--- src/design/ffpa_pkg.sv ---
`timescale 1ns / 1ps
// ----------------------------------------------------------------------------
// ffpa_pkg
// Shared widths, codes and types for the first-fit pool allocator.
// ----------------------------------------------------------------------------
package ffpa_pkg;

    localparam int ADDR_W     = 12;
    localparam int BYTES_W    = 13;
    localparam int STATUS_W   = 2;
    localparam int REC_DEPTH  = 256;
    localparam int REC_IW     = 8;

    localparam logic MODE_ALLOC = 1'b0;
    localparam logic MODE_FREE  = 1'b1;

    localparam logic [STATUS_W-1:0] ST_DONE      = 2'd0;
    localparam logic [STATUS_W-1:0] ST_OOM       = 2'd1;
    localparam logic [STATUS_W-1:0] ST_NULL_FREE = 2'd2;
    localparam logic [STATUS_W-1:0] ST_LIST_FULL = 2'd3;

    typedef struct packed {
        logic [ADDR_W-1:0]  off;
        logic [BYTES_W-1:0] bytes;
    } fl_entry_t;

endpackage

--- src/design/ffpa_div.sv ---
`timescale 1ns / 1ps
// ----------------------------------------------------------------------------
// ffpa_div
// Division by a power-of-two constant; quotient and remainder registered,
// valid in the cycle after start.
// ----------------------------------------------------------------------------
module ffpa_div #(
    parameter int DIVISOR = 16,
    parameter int W       = ffpa_pkg::BYTES_W
) (
    input  logic                         clk,
    input  logic                         rst_n,
    input  logic                         start,
    input  logic [W-1:0]                 dividend,
    output logic                         done,
    output logic [W-1:0]                 quot,
    output logic [$clog2(DIVISOR)-1:0]   rem
);

    localparam int RMW = $clog2(DIVISOR);

    logic [RMW-1:0] rem_reg, rem_next;
    logic [W-1:0]   quo_reg, quo_next;
    logic           done_reg, done_next;

    always_comb
    begin
        rem_next  = rem_reg;
        quo_next  = quo_reg;
        done_next = start;
        if (start)
        begin
            rem_next = dividend[RMW-1:0];
            quo_next = dividend >> RMW;
        end
    end

    always_ff @(posedge clk or negedge rst_n)
    begin
        if (!rst_n)
        begin
            done_reg <= 1'b0;
        end
        else
        begin
            done_reg <= done_next;
        end
    end

    always_ff @(posedge clk)
    begin
        rem_reg <= rem_next;
        quo_reg <= quo_next;
    end

    assign done = done_reg;
    assign quot = quo_reg;
    assign rem  = rem_reg;

endmodule

--- src/design/first_fit_pool_allocator_top.sv ---
`timescale 1ns / 1ps
// ----------------------------------------------------------------------------
// first_fit_pool_allocator_top
// First-fit free-list allocator with bump pointer over a fixed pool.
// The search and the compaction each read the free-list memory one entry per cycle.
// Throughput: one item at a time; ready only between items.
// Reset: control, count and bump pointer cleared; memories left unwritten.
// ----------------------------------------------------------------------------
module first_fit_pool_allocator_top #(
    parameter int POOL_BYTES      = 4096,
    parameter int ALIGN_BYTES     = 16,
    parameter int HEADER_BYTES    = 16,
    parameter int FREE_LIST_DEPTH = 16
) (
    input  logic                             clk,
    input  logic                             rst_n,
    input  logic                             req_valid,
    output logic                             req_ready,
    input  logic                             mode,
    input  logic [ffpa_pkg::ADDR_W-1:0]      request_size,
    input  logic [ffpa_pkg::ADDR_W-1:0]      free_address,
    output logic                             rsp_valid,
    input  logic                             rsp_ready,
    output logic [ffpa_pkg::ADDR_W-1:0]      result_address,
    output logic [ffpa_pkg::STATUS_W-1:0]    status,
    output logic                             from_free_list
);

    localparam int AW    = ffpa_pkg::ADDR_W;
    localparam int BW    = ffpa_pkg::BYTES_W;
    localparam int SW    = ffpa_pkg::STATUS_W;
    localparam int IW    = (FREE_LIST_DEPTH > 1) ? $clog2(FREE_LIST_DEPTH) : 1;
    localparam int CW    = $clog2(FREE_LIST_DEPTH + 1);
    localparam int REM_W = $clog2(ALIGN_BYTES);
    localparam int CMP_W = ($clog2(POOL_BYTES) > BW) ? $clog2(POOL_BYTES) + 1 : BW + 1;

    localparam logic [BW-1:0] ROUND_ADD = BW'(HEADER_BYTES + ALIGN_BYTES - 1);
    localparam logic [AW-1:0] HDR       = AW'(HEADER_BYTES);

    typedef enum logic [7:0] {
        S_IDLE  = 8'b0000_0001,
        S_NDIV  = 8'b0000_0010,
        S_SRCH  = 8'b0000_0100,
        S_SHIFT = 8'b0000_1000,
        S_BDIV  = 8'b0001_0000,
        S_FDIV  = 8'b0010_0000,
        S_FREC  = 8'b0100_0000,
        S_RESP  = 8'b1000_0000
    } state_t;

    state_t           state_reg, state_next;
    logic [BW-1:0]    need_reg, need_next;
    logic [AW-1:0]    blk_reg, blk_next;
    logic [BW-1:0]    bump_reg, bump_next;
    logic [CW-1:0]    count_reg, count_next;
    logic [CW-1:0]    scan_reg, scan_next;
    logic [CW-1:0]    pidx_reg, pidx_next;
    logic [CW-1:0]    j_reg, j_next;
    logic             pend_reg, pend_next;
    logic [AW-1:0]    res_addr_reg, res_addr_next;
    logic [SW-1:0]    res_status_reg, res_status_next;
    logic             res_reuse_reg, res_reuse_next;
    logic             out_valid_reg, out_valid_next;
    logic [AW-1:0]    out_addr_reg, out_addr_next;
    logic [SW-1:0]    out_status_reg, out_status_next;
    logic             out_reuse_reg, out_reuse_next;

    ffpa_pkg::fl_entry_t fl_mem [FREE_LIST_DEPTH];
    ffpa_pkg::fl_entry_t fl_rd_data_reg;
    ffpa_pkg::fl_entry_t fl_wr_data;
    logic                fl_rd_en, fl_wr_en;
    logic [IW-1:0]       fl_rd_addr, fl_wr_addr;

    logic [BW-1:0]                 rec_mem [ffpa_pkg::REC_DEPTH];
    logic [BW-1:0]                 rec_rd_data_reg;
    logic                          rec_rd_en, rec_wr_en;
    logic [ffpa_pkg::REC_IW-1:0]   rec_addr;

    logic              div_start;
    logic [BW-1:0]     div_dividend;
    logic              div_done;
    logic [BW-1:0]     div_quot;
    logic [REM_W-1:0]  div_rem;

    logic              hit;
    logic [CW-1:0]     jn;
    logic [CMP_W-1:0]  bump_sum;

    ffpa_div #(
        .DIVISOR (ALIGN_BYTES),
        .W       (BW)
    ) u_div (
        .clk      (clk),
        .rst_n    (rst_n),
        .start    (div_start),
        .dividend (div_dividend),
        .done     (div_done),
        .quot     (div_quot),
        .rem      (div_rem)
    );

    always_comb
    begin
        state_next      = state_reg;
        need_next       = need_reg;
        blk_next        = blk_reg;
        bump_next       = bump_reg;
        count_next      = count_reg;
        scan_next       = scan_reg;
        pidx_next       = pidx_reg;
        j_next          = j_reg;
        pend_next       = pend_reg;
        res_addr_next   = res_addr_reg;
        res_status_next = res_status_reg;
        res_reuse_next  = res_reuse_reg;
        out_valid_next  = out_valid_reg & ~rsp_ready;
        out_addr_next   = out_addr_reg;
        out_status_next = out_status_reg;
        out_reuse_next  = out_reuse_reg;

        fl_rd_en     = 1'b0;
        fl_rd_addr   = '0;
        fl_wr_en     = 1'b0;
        fl_wr_addr   = '0;
        fl_wr_data   = fl_rd_data_reg;
        rec_rd_en    = 1'b0;
        rec_wr_en    = 1'b0;
        rec_addr     = div_quot[ffpa_pkg::REC_IW-1:0];
        div_start    = 1'b0;
        div_dividend = '0;

        req_ready = (state_reg == S_IDLE);
        hit       = pend_reg && (fl_rd_data_reg.bytes >= need_reg);
        jn        = j_reg + CW'(1);
        bump_sum  = CMP_W'(bump_reg) + CMP_W'(need_reg);

        case (state_reg)
            S_IDLE:
            begin
                if (req_valid)
                begin
                    res_addr_next   = '0;
                    res_status_next = ffpa_pkg::ST_DONE;
                    res_reuse_next  = 1'b0;
                    if (mode == ffpa_pkg::MODE_ALLOC)
                    begin
                        div_dividend = BW'(request_size) + ROUND_ADD;
                        div_start    = 1'b1;
                        need_next    = div_dividend;
                        state_next   = S_NDIV;
                    end
                    else if (free_address == '0)
                    begin
                        res_status_next = ffpa_pkg::ST_NULL_FREE;
                        state_next      = S_RESP;
                    end
                    else if (count_reg >= CW'(FREE_LIST_DEPTH))
                    begin
                        res_status_next = ffpa_pkg::ST_LIST_FULL;
                        state_next      = S_RESP;
                    end
                    else
                    begin
                        blk_next     = free_address - HDR;
                        div_dividend = BW'(blk_next);
                        div_start    = 1'b1;
                        state_next   = S_FDIV;
                    end
                end
            end

            S_NDIV:
            begin
                if (div_done)
                begin
                    need_next  = need_reg - BW'(div_rem);
                    scan_next  = '0;
                    pend_next  = 1'b0;
                    state_next = S_SRCH;
                end
            end

            S_SRCH:
            begin
                if (hit)
                begin
                    res_addr_next  = fl_rd_data_reg.off + HDR;
                    res_reuse_next = 1'b1;
                    j_next         = pidx_reg;
                    pend_next      = 1'b0;
                    state_next     = S_SHIFT;
                end
                else if (scan_reg < count_reg)
                begin
                    fl_rd_en   = 1'b1;
                    fl_rd_addr = scan_reg[IW-1:0];
                    pend_next  = 1'b1;
                    pidx_next  = scan_reg;
                    scan_next  = scan_reg + CW'(1);
                end
                else if (pend_reg)
                begin
                    pend_next = 1'b0;
                end
                else if (bump_sum < CMP_W'(POOL_BYTES))
                begin
                    div_dividend = BW'(bump_reg[AW-1:0]);
                    div_start    = 1'b1;
                    state_next   = S_BDIV;
                end
                else
                begin
                    res_status_next = ffpa_pkg::ST_OOM;
                    state_next      = S_RESP;
                end
            end

            S_SHIFT:
            begin
                // compaction: read entry j+1, write it one slot down in the next cycle
                if (pend_reg)
                begin
                    fl_wr_en   = 1'b1;
                    fl_wr_addr = IW'(pidx_reg - CW'(1));
                    fl_wr_data = fl_rd_data_reg;
                end
                if (jn < count_reg)
                begin
                    fl_rd_en   = 1'b1;
                    fl_rd_addr = jn[IW-1:0];
                    pend_next  = 1'b1;
                    pidx_next  = jn;
                    j_next     = jn;
                end
                else if (pend_reg)
                begin
                    pend_next = 1'b0;
                end
                else
                begin
                    count_next = count_reg - CW'(1);
                    state_next = S_RESP;
                end
            end

            S_BDIV:
            begin
                if (div_done)
                begin
                    rec_wr_en     = 1'b1;
                    res_addr_next = bump_reg[AW-1:0] + HDR;
                    bump_next     = bump_reg + need_reg;
                    state_next    = S_RESP;
                end
            end

            S_FDIV:
            begin
                if (div_done)
                begin
                    rec_rd_en  = 1'b1;
                    state_next = S_FREC;
                end
            end

            S_FREC:
            begin
                fl_wr_en         = 1'b1;
                fl_wr_addr       = count_reg[IW-1:0];
                fl_wr_data.off   = blk_reg;
                fl_wr_data.bytes = rec_rd_data_reg;
                count_next       = count_reg + CW'(1);
                state_next       = S_RESP;
            end

            S_RESP:
            begin
                if (!out_valid_reg || rsp_ready)
                begin
                    out_valid_next  = 1'b1;
                    out_addr_next   = res_addr_reg;
                    out_status_next = res_status_reg;
                    out_reuse_next  = res_reuse_reg;
                    state_next      = S_IDLE;
                end
            end

            default:
            begin
                state_next = S_IDLE;
            end
        endcase
    end

    always_ff @(posedge clk or negedge rst_n)
    begin
        if (!rst_n)
        begin
            state_reg     <= S_IDLE;
            bump_reg      <= '0;
            count_reg     <= '0;
            scan_reg      <= '0;
            pidx_reg      <= '0;
            j_reg         <= '0;
            pend_reg      <= 1'b0;
            out_valid_reg <= 1'b0;
        end
        else
        begin
            state_reg     <= state_next;
            bump_reg      <= bump_next;
            count_reg     <= count_next;
            scan_reg      <= scan_next;
            pidx_reg      <= pidx_next;
            j_reg         <= j_next;
            pend_reg      <= pend_next;
            out_valid_reg <= out_valid_next;
        end
    end

    always_ff @(posedge clk)
    begin
        need_reg       <= need_next;
        blk_reg        <= blk_next;
        res_addr_reg   <= res_addr_next;
        res_status_reg <= res_status_next;
        res_reuse_reg  <= res_reuse_next;
        out_addr_reg   <= out_addr_next;
        out_status_reg <= out_status_next;
        out_reuse_reg  <= out_reuse_next;
    end

    always_ff @(posedge clk)
    begin
        if (fl_wr_en)
        begin
            fl_mem[fl_wr_addr] <= fl_wr_data;
        end
        if (fl_rd_en)
        begin
            fl_rd_data_reg <= fl_mem[fl_rd_addr];
        end
    end

    always_ff @(posedge clk)
    begin
        if (rec_wr_en)
        begin
            rec_mem[rec_addr] <= need_reg;
        end
        if (rec_rd_en)
        begin
            rec_rd_data_reg <= rec_mem[rec_addr];
        end
    end

    assign rsp_valid      = out_valid_reg;
    assign result_address = out_addr_reg;
    assign status         = out_status_reg;
    assign from_free_list = out_reuse_reg;

endmodule

--- config.mk ---
export PLATFORM = sky130hd
export DESIGN_NAME = first_fit_pool_allocator_top
export DESIGN_NICKNAME = d
export VERILOG_FILES = /design/src/design/ffpa_pkg.sv /design/src/design/ffpa_div.sv /design/src/design/first_fit_pool_allocator_top.sv
export SDC_FILE = /design/constraint.sdc
export NUM_CORES = 2
export LEC_CHECK = 0
export BUFFER_PORTS_ARGS = -buffer_cell sky130_fd_sc_hd__buf_2
export CAP_MARGIN = 25
export CORE_ASPECT_RATIO = 0.8
export CORE_UTILIZATION = 25
export DETAILED_ROUTE_END_ITERATION = 16
export GPL_TIMING_DRIVEN = 1
export PLACE_DENSITY_LB_ADDON = 0.08
export SETUP_SLACK_MARGIN = 0.5
export SLEW_MARGIN = 0
export SYNTH_ARGS = -nofsm -noshare
export SYNTH_HDL_FRONTEND = slang
export SYNTH_SLANG_ARGS = --single-unit
--- constraint.sdc ---
create_clock -name clk -period 7.2 [get_ports clk]
set_input_delay 0.72 -clock clk [delete_from_list [all_inputs] [get_ports clk]]
set_output_delay 0.72 -clock clk [all_outputs]
set_load 0.01 [all_outputs]
### Word level (Yosys, flattened, before mapping)

Memories as Yosys holds them, arrays and structs flattened. A register that Yosys moved wholly into a read port is not among the register bits.
Cells that the tools add are included.

| storage, ports and cells | value |
|---|---|
| RAM bits | 3,728 |
| memories | 2 |
| flip-flop bits (word level) | 111 |

Memory list:

| memory | depth | bits a word | rd ports | clocked after memory_dff | write ports | line | source |
|---|---|---|---|---|---|---|---|
| rec_mem | 256 | 13 | 1 | 1 | 1 | first_fit_pool_allocator_top.sv:74 | `logic [BW-1:0] rec_mem [ffpa_pkg::REC_DEPTH];` |
| fl_mem | 16 | 25 | 1 | 1 | 1 | first_fit_pool_allocator_top.sv:68 | `ffpa_pkg::fl_entry_t fl_mem [FREE_LIST_DEPTH];` |

| operators by class | value |
|---|---|
| eq/ne operators | 25 |
| bitwise operators | 4 |
| reductions and logical operators | 24 |
| add/sub/neg operators | 12 |
| multiplexer cells | 90 |
| magnitude comparators | 5 |

Operators by type and width:

| cell | count |
|---|---|
| 12-bit two-way mux | 11 |
| 8-bit two-way mux | 14 |
| 8-bit one-hot mux with 8 select lines | 1 |
| 5-bit two-way mux | 9 |
| 5-bit one-hot mux with 2 select lines | 4 |
| 13-bit two-way mux | 3 |
| 12-bit one-hot mux with 3 select lines | 1 |
| 13-bit one-hot mux with 2 select lines | 1 |
| 25-bit two-way mux | 1 |
| 12-bit by 5-bit adder with 12-bit output, second input constant | 2 |
| 1-bit two-way mux | 24 |
| 2-bit inequality test, second input constant | 12 |
| 12-bit one-hot mux with 2 select lines | 1 |
| 2-bit two-way mux | 8 |
| 4-bit two-way mux | 4 |
| 4-bit one-hot mux with 2 select lines | 2 |
| 4-bit AND reduction | 4 |
| 5-bit by 1-bit adder with 5-bit output, second input constant | 3 |
| 13-bit by 13-bit adder with 14-bit output | 1 |
| 14-bit by 13-bit less-than comparator with 1-bit output, second input constant | 1 |
| 12-bit by 5-bit adder with 13-bit output, second input constant | 1 |
| 13-bit adder | 1 |
| 13-bit >= comparator | 1 |
| 13-bit by 4-bit subtractor with 13-bit output | 1 |
| other kinds (31) | 49 |

### Depth between registers and ports, before layout

| depth | value |
|---|---|
| depth after elaboration | 7 |
| mapped depth | 15 |
| mapped depth without buffers | 12 |

### Cells and area by module

Synthesis repeated with hierarchy kept, for this count alone.

| unflattened totals | value |
|---|---|
| cell total of the unflattened synthesis | 7,032 |
| area total of the unflattened synthesis | 151,013.6 µm² |

Modules (own cells, without submodules):

| module | cells each | area an instance (µm²) | times used | sequential area each (µm²) |
|---|---|---|---|---|
| first_fit_pool_allocator_top | 7,013 | 150,564.4 | 1 | 115,817.3 |
| ffpa_div | 19 | 449.2 | 1 | 415.4 |

### Worst setup path after synthesis

Ideal clock, no wire load.

| path | value |
|---|---|
| path type | register to register |
| start point | register need_reg[5] |
| end point | register, netlist name fl_rd_data_reg[11] |
| arrival time | 6.329 ns |
| library setup time | 0.272 ns |
| slack | 0.599 ns |
| cell stages (with the launch flop) | 13 |
| required time | 6.928 ns |
| period minus slack after synthesis | 6.601 ns |
| path buffers | 2 |
| cell sequence | edfxtp_1 > inv_1 > ha_1 > a21o_1 > a221o_1 > a21oi_1 > o22a_1 > clkbuf_1 > a32oi_1 > nand2_1 > clkbuf_1 > a211oi_1 > or4_1 |

| between the ends | value |
|---|---|
| cells in the longest elaborated chain, start to end | 4 |

Ends and longest elaborated chain:

| what | line | source |
|---|---|---|
| start: declaration | first_fit_pool_allocator_top.sv:52 | `logic [BW-1:0] need_reg, need_next;` |
| start signal: assignment | first_fit_pool_allocator_top.sv:323 | `need_reg <= need_next;` |
| 13-bit >= comparator (*) | first_fit_pool_allocator_top.sv:133 | `hit = pend_reg && (fl_rd_data_reg.bytes >= need_reg);` |
| 1-bit logical AND (*) | first_fit_pool_allocator_top.sv:133 |  |
| 4-bit two-way mux or 1-bit two-way mux (tied branches) | first_fit_pool_allocator_top.sv:185 | `if (hit)` |
| 4-bit one-hot mux with 2 select lines or 1-bit one-hot mux with 2 select lines (tied branches) | first_fit_pool_allocator_top.sv:137 | `case (state_reg)` |

Mark *: on every way between the ends. The rest lies on a longest branch, timed or not.
A chain may end at the register's enable or synchronous reset.

==> results.ini <==
[sta]
max_freq_mhz=195
period_share_pct=71.3
maxSlewViolCount=0
max_slew.worst_pin.slew_ns=1.47
timing_hold_violations_final=0
finalCriticalPeriod_ns=5.13
fin_worst_skew_ns=0.0379
slew_headroom_pct=1.95
grt_setup_unrepaired=false
finalSetupViolCount=0
setup-tns-final_ns=0

[critical_path]
path_class=flip-flop to flip-flop
crit_fanout=27
required_ns=7.95
crit_arrival_ns=5.88
endpoint_kind=flip-flop
r2r_slack_ns=2.07
worstReg2RegStart=u_div.quot[0]
start_kind=flip-flop
r2r_end=rec_rd_data_reg[10]
reg2reg_depth=9

[power]
switchingPower_mw=17.1
ir_worst_vdd_uv=201
p_int_mw=42.7
power.leakage_nw=54.8
p_seq_share_pct=43.4
switching_share_pct=28.6
power.density_mw_per_mm2=336
p_clk_share_pct=36.6
power_mw=59.8
pwr-share-comb_pct=20.0

[floorplan]
die_y_um=697
ioPinCount=46
die_w_um=870
initial_core_util_pct=25.2
core_area_mm2=0.600
std_cell_rows=254
die-area_mm2=0.606

[synthesis]
synth_edf_count=3833
seq_area_frac_synth_pct=77.0
synth_ff_type=edfxtp_1
synth_compound_area_share_pct=2.12
synthMuxAreaShare_pct=16.3
ys_async_sr_fraction_pct=1.13
synth-xor-area-share_pct=0.343
syn_area_per_cell_um2=22.0
yosysTopAreaCellShare_pct=76.3
yosys.area_share.simple_pct=2.57
ys_seq_elements=3877
synth_cell_types=68
synthTopCellsByArea=edfxtp_1, mux4_2, nor2_1, nand2_1, dfrtp_1
synth_top_family_by_area=multiplexers
synth_fa_ha_area_share_pct=0.455
synth_cells=6857
yosys.area.top_type=edfxtp_1
ys_warn_count=0
synth_nets=6939
post_synth_instance_area_mm2=0.151

[worst_hold_path]
hold_path_class=input port to flip-flop
min_to=state_reg[0]
hold-path-cell-count=4
min-delay-start=req_valid

[route]
dr.pass1.iters=5
antenna_left=0
viasPerCell=4.67
drc=0
drt_iter0_markers=7164
post_drt_wl_per_cell_um=32.0
vias=73700
drt-total-wl_mm=504

[placed_design]
port_buffers=45
gp_congestion=0.744
hpwl_mm=306

[layout]
fin_nets=7538
drive_gt1_share_pct=29.6
syn2layout_area_growth_pct=18.1
largest_reg_flops=3328

[global_route]
grt.overflow.total=0
grt.total_usage_pct=16.3
grt_pass1_vias=76200
grt_pass1_wl_mm=686
grt_max_degree=183
antenna_found_initial=68

[outcome]
status=finished, final reports clean

[clocking]
clockBufferDepth=4
path_clk_slew_ns=0.06
h-tree-depth=5
cts_tree=done
numCtsBuffers=424
hold_buffers=8
clock_latency_ns=1.04
clkSinkCount=3877
cts_root_buffer=clkbuf_16
postCtsSetupBuffers=0
post_cts_resized=0

[flow_run]
maxCapViolations=0

-- cell usage in the layout, fill, tap and decap left out, types with 18 or more instances in the layout --
master,synthesis,final
edfxtp_1,3833,3833
mux4_2,1057,1057
buf_4,9,450
clkbuf_16,0,428
nor2_1,339,295
nand2_1,296,284
clkinv_1,1,96
clkinv_2,0,88
nand3_1,91,87
clkbuf_1,226,76
a221oi_1,72,71
o21ai_0,69,67
mux2i_1,66,66
ha_1,50,50
buf_2,104,45
inv_1,43,43
a211oi_1,43,43
dfrtp_1,43,43
bufinv_16,0,43
buf_12,0,42
a21oi_1,37,36
xor2_1,32,32
nor2b_1,37,31
nand4_1,30,30
a211o_1,27,27
xnor2_1,27,27
diode_2,0,25
nor2_2,0,25
a32oi_1,22,22
a31oi_1,20,20
nor2_4,1,20
and2_1,21,19
a22o_1,18,18
clkinvlp_4,0,18
-- layer usage --
layer | vias up | global-route usage [%] | wire length [um] | share of wire, %
met2 | 1892 | 25.3 | 227000 | 45
met5 | - | 0 | 41 | 0.0081
met3 | 518 | 2.57 | 25700 | 5.1
li1 | 30200 | - | - | -
met4 | 6 | 2.74 | 8290 | 1.6
met1 | 41000 | 24.4 | 243000 | 48
-- metrics by stage --
stage / util (%) / instance area (um2) / worst slack (ns) / hold WS, ns / cells
after floorplan: - / 151000 / 0.599 / 0.400 / 6857
after global placement: 27.3 / 164000 / 1.45 / 0.421 / 14900
after detailed placement: 27.4 / 164000 / 1.62 / 0.423 / 15000
after CTS: 29.7 / 178000 / 1.62 / 0.0291 / 15700
after global routing: 29.7 / 178000 / 1.85 / 0.0735 / 15800
final: 29.7 / 178000 / 2.07 / 0.145 / 15800
-- logic make-up after synthesis --
kind of cell    count (synthesis)
mux                          1131
buf+inv                       427
compound gates                427
xor+xnor                       59
fa+ha+maj                      53
flops                        3877
simple gates                  883
-- cells in the mapped netlist, drive strengths merged, types with 3 or more instances --
cell and count:
mux2 8, a221o 11, a211oi 43, a21o 13, edfxtp 3833, a211o 27, o22ai 15, nor2 340
xnor2 27, a31oi 21, mux2i 66, nor2b 37, o21ai 71, a2111oi 4, inv 43, a32oi 22
or4 6, nand4b 4, nand2 296, o31ai 16, dfrtp 43, nand2b 8, nor4 7, xor2 32
buf 157, nand4 30, and2 24, a21oi 37, nand3b 6, clkbuf 226, nand3 91, a41o 14
a22oi 15, ha 50, fa 3, nor3b 7, nor3 15, a311oi 13, mux4 1057, or2 4
a22o 18, a221oi 72, and3 5
-- cell type report --
class	count	area [um2]
antenna	25	62.6
timing repair buffer	556	4780
tap	7936	9930
fill	58000	422000
clock buffer	507	11000
sequential	3877	116000
inverter	44	165
multi-input combinational	2553	33200
clock inverter	280	2720
-- how the worst max path moves through the flow --
stage | slack, ns | start | end | cells past startpoint
6_report | 2.07 | u_div.quot[0] | rec_rd_data_reg[10] | 9
5_1_grt | 1.85 | need_reg[7] | fl_rd_data_reg[22] | 13
4_1_cts | 1.62 | state_reg[5] | rec_mem[23][9] | 9
3_5_place_dp | 1.62 | state_reg[5] | rec_mem[23][6] | 9
3_3_place_gp | 1.45 | state_reg[5] | rec_mem[22][1] | 10
2_1_floorplan | 0.60 | need_reg[5] | fl_rd_data_reg[11] | 12
-- power by group through the flow --
stage,sequential [mW],clock [mW],combinational [mW]
2_1_floorplan,27.1,0,6.06
3_3_place_gp,26.5,0,12.3
3_5_place_dp,26.5,0,12.3
4_1_cts,26.0,22.6,12.4
5_1_grt,26.0,23.3,12.6
6_report,26.0,21.9,11.9
-- worst max-delay path, stage by stage, from the launching register on --
cell and delay (ns):
edfxtp_1 0.77, buf_12 0.29, buf_12 0.29, buf_4 0.59, mux4_2 0.62, mux4_2 0.65, a32oi_1 0.72, nand4_1 0.18
a31oi_1 0.46, nand2_1 0.11
Note: power is estimated with default switching activity, not from simulation.
